--- src/hdl/idr_pkg.sv ---
package idr_pkg;

  localparam int unsigned FIELD_W = 64;
  localparam int unsigned OP_W    = 2;

  typedef enum logic [OP_W-1:0] {
    OP_DIV  = 2'd0,
    OP_REM  = 2'd1,
    OP_DIVU = 2'd2,
    OP_REMU = 2'd3
  } idr_op_e;

  // Per-item control that travels alongside the divider datapath
  typedef struct packed {
    logic rem_sel;
    logic neg;
    logic zero;
  } idr_ctrl_t;

endpackage

--- src/hdl/idr_step.sv ---
module idr_step #(
  parameter int unsigned W = 64
) (
  input  logic                clk_i,
  input  logic                rst_ni,
  input  logic                valid_i,
  output logic                ready_o,
  input  logic [W-1:0]        rem_i,
  input  logic [W-1:0]        quo_i,
  input  logic [W-1:0]        div_i,
  input  idr_pkg::idr_ctrl_t  ctrl_i,
  output logic                valid_o,
  input  logic                ready_i,
  output logic [W-1:0]        rem_o,
  output logic [W-1:0]        quo_o,
  output logic [W-1:0]        div_o,
  output idr_pkg::idr_ctrl_t  ctrl_o
);

  logic               valid_q;
  logic [W-1:0]       rem_q, rem_d;
  logic [W-1:0]       quo_q, quo_d;
  logic [W-1:0]       div_q;
  idr_pkg::idr_ctrl_t ctrl_q;
  logic [W:0]         shifted;
  logic [W:0]         trial;

  // One restoring step: shift in the next dividend bit, try the subtract
  always_comb begin
    shifted = {rem_i, quo_i[W-1]};
    trial   = shifted - {1'b0, div_i};
    if (trial[W]) begin
      rem_d = shifted[W-1:0];
      quo_d = {quo_i[W-2:0], 1'b0};
    end else begin
      rem_d = trial[W-1:0];
      quo_d = {quo_i[W-2:0], 1'b1};
    end
  end

  assign ready_o = !valid_q || ready_i;

  always_ff @(posedge clk_i or negedge rst_ni) begin
    if (!rst_ni) begin
      valid_q <= 1'b0;
    end else if (ready_o) begin
      valid_q <= valid_i;
    end
  end

  always_ff @(posedge clk_i) begin
    if (valid_i && ready_o) begin
      rem_q  <= rem_d;
      quo_q  <= quo_d;
      div_q  <= div_i;
      ctrl_q <= ctrl_i;
    end
  end

  assign valid_o = valid_q;
  assign rem_o   = rem_q;
  assign quo_o   = quo_q;
  assign div_o   = div_q;
  assign ctrl_o  = ctrl_q;

endmodule

--- config.mk ---
export PLATFORM = sky130hd
export DESIGN_NAME = idr_step
export DESIGN_NICKNAME = d
export VERILOG_FILES = /design/src/hdl/idr_pkg.sv /design/src/hdl/idr_step.sv
export SDC_FILE = /design/constraint.sdc
export NUM_CORES = 1
export LEC_CHECK = 0
export BUFFER_PORTS_ARGS = -buffer_cell sky130_fd_sc_hd__buf_2
export CORE_MARGIN = 1
export CORE_UTILIZATION = 40
export DETAILED_ROUTE_END_ITERATION = 8
export PLACE_DENSITY = 0.67
export SLEW_MARGIN = 20
export SYNTH_ARGS = -nofsm -noshare
export SYNTH_HDL_FRONTEND = slang
export SYNTH_SLANG_ARGS = --single-unit
--- constraint.sdc ---
create_clock -name clk_i -period 6.7 [get_ports clk_i]
set_clock_uncertainty 0.1 [all_clocks]
set_input_delay 0.67 -clock clk_i [delete_from_list [all_inputs] [get_ports clk_i]]
set_output_delay 0.67 -clock clk_i [all_outputs]
set_load 0.02 [all_outputs]
==> reports/metrics.cfg <==
[status]
outcome = complete, no violations

[drt]
wl_per_cell_um = 17.8
drtIter0Drc = 667
vias = 8889
dr.pass1.iters = 5
ant_nets = 0
drc = 0
wirelength_um = 30900
viasPerCell = 5.13

[sta]
rsz0062_at_grt = no
final_max_slew_viol_count = 0
holdWs_ps = 293
finalSetupTns_ps = 0
post-route-period-util = 0.659
finalHoldViolCount = 0
max-slew-margin-rel = 0.420
fmax_ghz = 0.226
setup_viol = 0
worst-slew-pin-transition_ps = 870
period_minus_slack_ps = 4420

[yosys]
syn_nets = 1226
synth-seq-area-share = 0.530
yosys.area.top_type = edfxtp_1
synth-main-ff-cell = edfxtp_1
synth-seq-cells = 196
netlist_area_um2 = 11100
yosys.area.top_type_share = 0.528
synth_area_leaders = edfxtp_1, ha_1, mux2_2, a21oi_1, inv_1
synth_edf_count = 195
synth_cells = 962
synthDistinctLibCells = 76
syn_avg_cell_area_um2 = 11.5
synthArstFlopShare = 0.00510
yosysWarnings = 0

[worst_setup_path]
critPathMaxFanout = 59
crit_start = div_i[27]
worstPathArrival_ps = 4500
r2r-start = valid_o
worstSetupEndpointType = flip-flop
crit_type = in -> reg
critPathLaunchType = primary input
worstPathRequired_ps = 6780

[cts]
cts_resized = 0
postCtsSetupBuffers = 0
cts.sinks = 196
htree_levels = 4
clk_path_buf_depth = 2
cts_tree = done
root_buffer = clkbuf_16
numCtsBuffers = 17
path_clk_slew_ps = 90
clock_latency_ps = 440

[floorplanning]
die_y_um = 168
fp.dieArea_um2 = 28400
die_w_um = 168
initial_core_util = 0.409
fp-row-count = 60
core_area_um2 = 27100
pin_count = 396

[placed_design]
placed_cells = 1697
port-buffer-count = 395
dp_hpwl_um = 24300
routabilityCongestion = 0.851

[finish]
multi_input_area_um2 = 4690
seq_area_um2 = 5880
nets = 1609
drive_gt1_frac = 0.371
num-fill-cells = 2477
fin_cells = 1733
areaGrowthSynthToFinish_pct = 26.2

[global_route]
track_usage = 0.214
grt_pass1_vias = 8508
grt_pass1_wl_um = 46600
grt_max_degree = 63
antenna_found_initial = 8
grt_overflow = 0

[hold_path]
min_from = quo_i[39]
min_path_type = in -> reg

[power_and_ir_drop]
p_total_w = 0.00345
powerDensity_nw_per_um2 = 246
power.leakage_nw = 6.21
ir_drop_mv = 0.120

[run]
maxCapViolCount = 0

[flip-flops by register name, indices dropped and copies added, names as in the netlist]
| name | count |
|---|---|
| valid_o | 1 |
| rem_o | 64 |
| ctrl_o | 3 |
| quo_o | 64 |
| div_o | 64 |
[per-stage QoR]
stage | area [um^2] | util | worst slack [ps]
floorplan | 11100 | - | 607
global placement | 13400 | 0.493 | 1990
detailed placement | 13400 | 0.493 | 1880
CTS | 14000 | 0.516 | 2320
global route | 14000 | 0.516 | 1990
finish | 14000 | 0.516 | 2280
[worst paths after layout]
path	to	slack, ps	depth (start not counted)
min in group asynchronous	valid_o	440	2
hold / removal	quo_o[40]	290	1
setup / recovery	rem_o[29]	2280	13
setup reg to reg	div_o[21]	4160	3
max in group asynchronous	valid_o	5980	2
hold reg to reg	valid_o	470	2
[layout make-up]
type / count / area share
diodes: 3 / 0.000537
inverters: 88 / 0.0238
repair buffers: 399 / 0.144
well taps: 372 / 0.0333
flip-flops and latches: 196 / 0.420
multi-input cells: 643 / 0.335
clock inverters: 14 / 0.0126
clock buffers: 18 / 0.0307
[cell usage in the layout (no fill, tap or decap), drive strengths merged, types with 6 or more instances in the layout]
master  netlist  routed
buf          14     398
edfxtp      195     195
inv          88      95
a21oi        80      80
nand2        67      67
ha           64      64
mux2         50      50
nor2         46      46
o21ai        44      44
a21o         32      32
xnor2        32      32
xor2         22      22
nand4        22      22
clkbuf       21      18
nor3         14      14
nor2b        13      13
o21bai       13      13
nand3        11      11
and3         10      10
nand2b       10      10
a31oi        10      10
o21a          9       9
mux2i         9       9
a211oi        7       7
o31ai         6       6
clkinv        0       6
[critical path, stage by stage]
cell      delay [ps]
buf_2             80
inv_1             40
ha_1             460
nand4_2          200
nor4b_4          370
nand3_1          130
o22ai_2          270
o21ai_2          140
a211oi_2         320
o211ai_1         270
and3_1           390
inv_4            640
mux2_2           430
[routing by layer]
layer	part of all wire	global-route usage	routed length, um	vias up
li1	-	-	-	4343
met1	0.42	0.260	12900	4170
met2	0.49	0.372	15200	325
met3	0.067	0.0514	2080	43
met4	0.020	0.0676	607	8
met5	0.0018	0	55	-
[where the power goes]
part | switching [W] | internal (W)
registers | 0.0000201 | 0.00148
clock network | 0.000546 | 0.000510
logic | 0.000535 | 0.000356
[cells in the mapped netlist, drive strengths merged, types with 3 or more instances]
master / count
xor2: 22
a211oi: 7
nor3: 14
ha: 64
a31oi: 10
nor4: 4
nor2b: 13
buf: 14
o211ai: 5
and4: 5
o31ai: 6
a21boi: 4
mux2i: 9
clkbuf: 21
mux2: 50
a21o: 32
edfxtp: 195
nand2: 67
o311ai: 3
a31o: 5
and3: 10
nand3: 11
a211o: 4
nand2b: 10
or2: 5
nand4: 22
o21ai: 44
o21a: 9
or3: 4
nor2: 46
and2: 4
a21oi: 80
inv: 88
xnor2: 32
o21bai: 13
[what timing repair did]
action                     CTS  global route
hold buffers                 1             0
setup endpoints to repair    0             0
hold endpoints to repair     1             0
[kinds of logic after synthesis]
logic type	Yosys count	share of synthesized area
AOI/OAI and AO/OA	240	0.142
xor gates and xnor gates	54	0.0427
adders and majority gates	65	0.0740
buffers and inverters	123	0.0472
DFF	196	0.530
muxes	59	0.0592
and+or+nand+nor	225	0.105
Power figures use the tool's default switching activity.
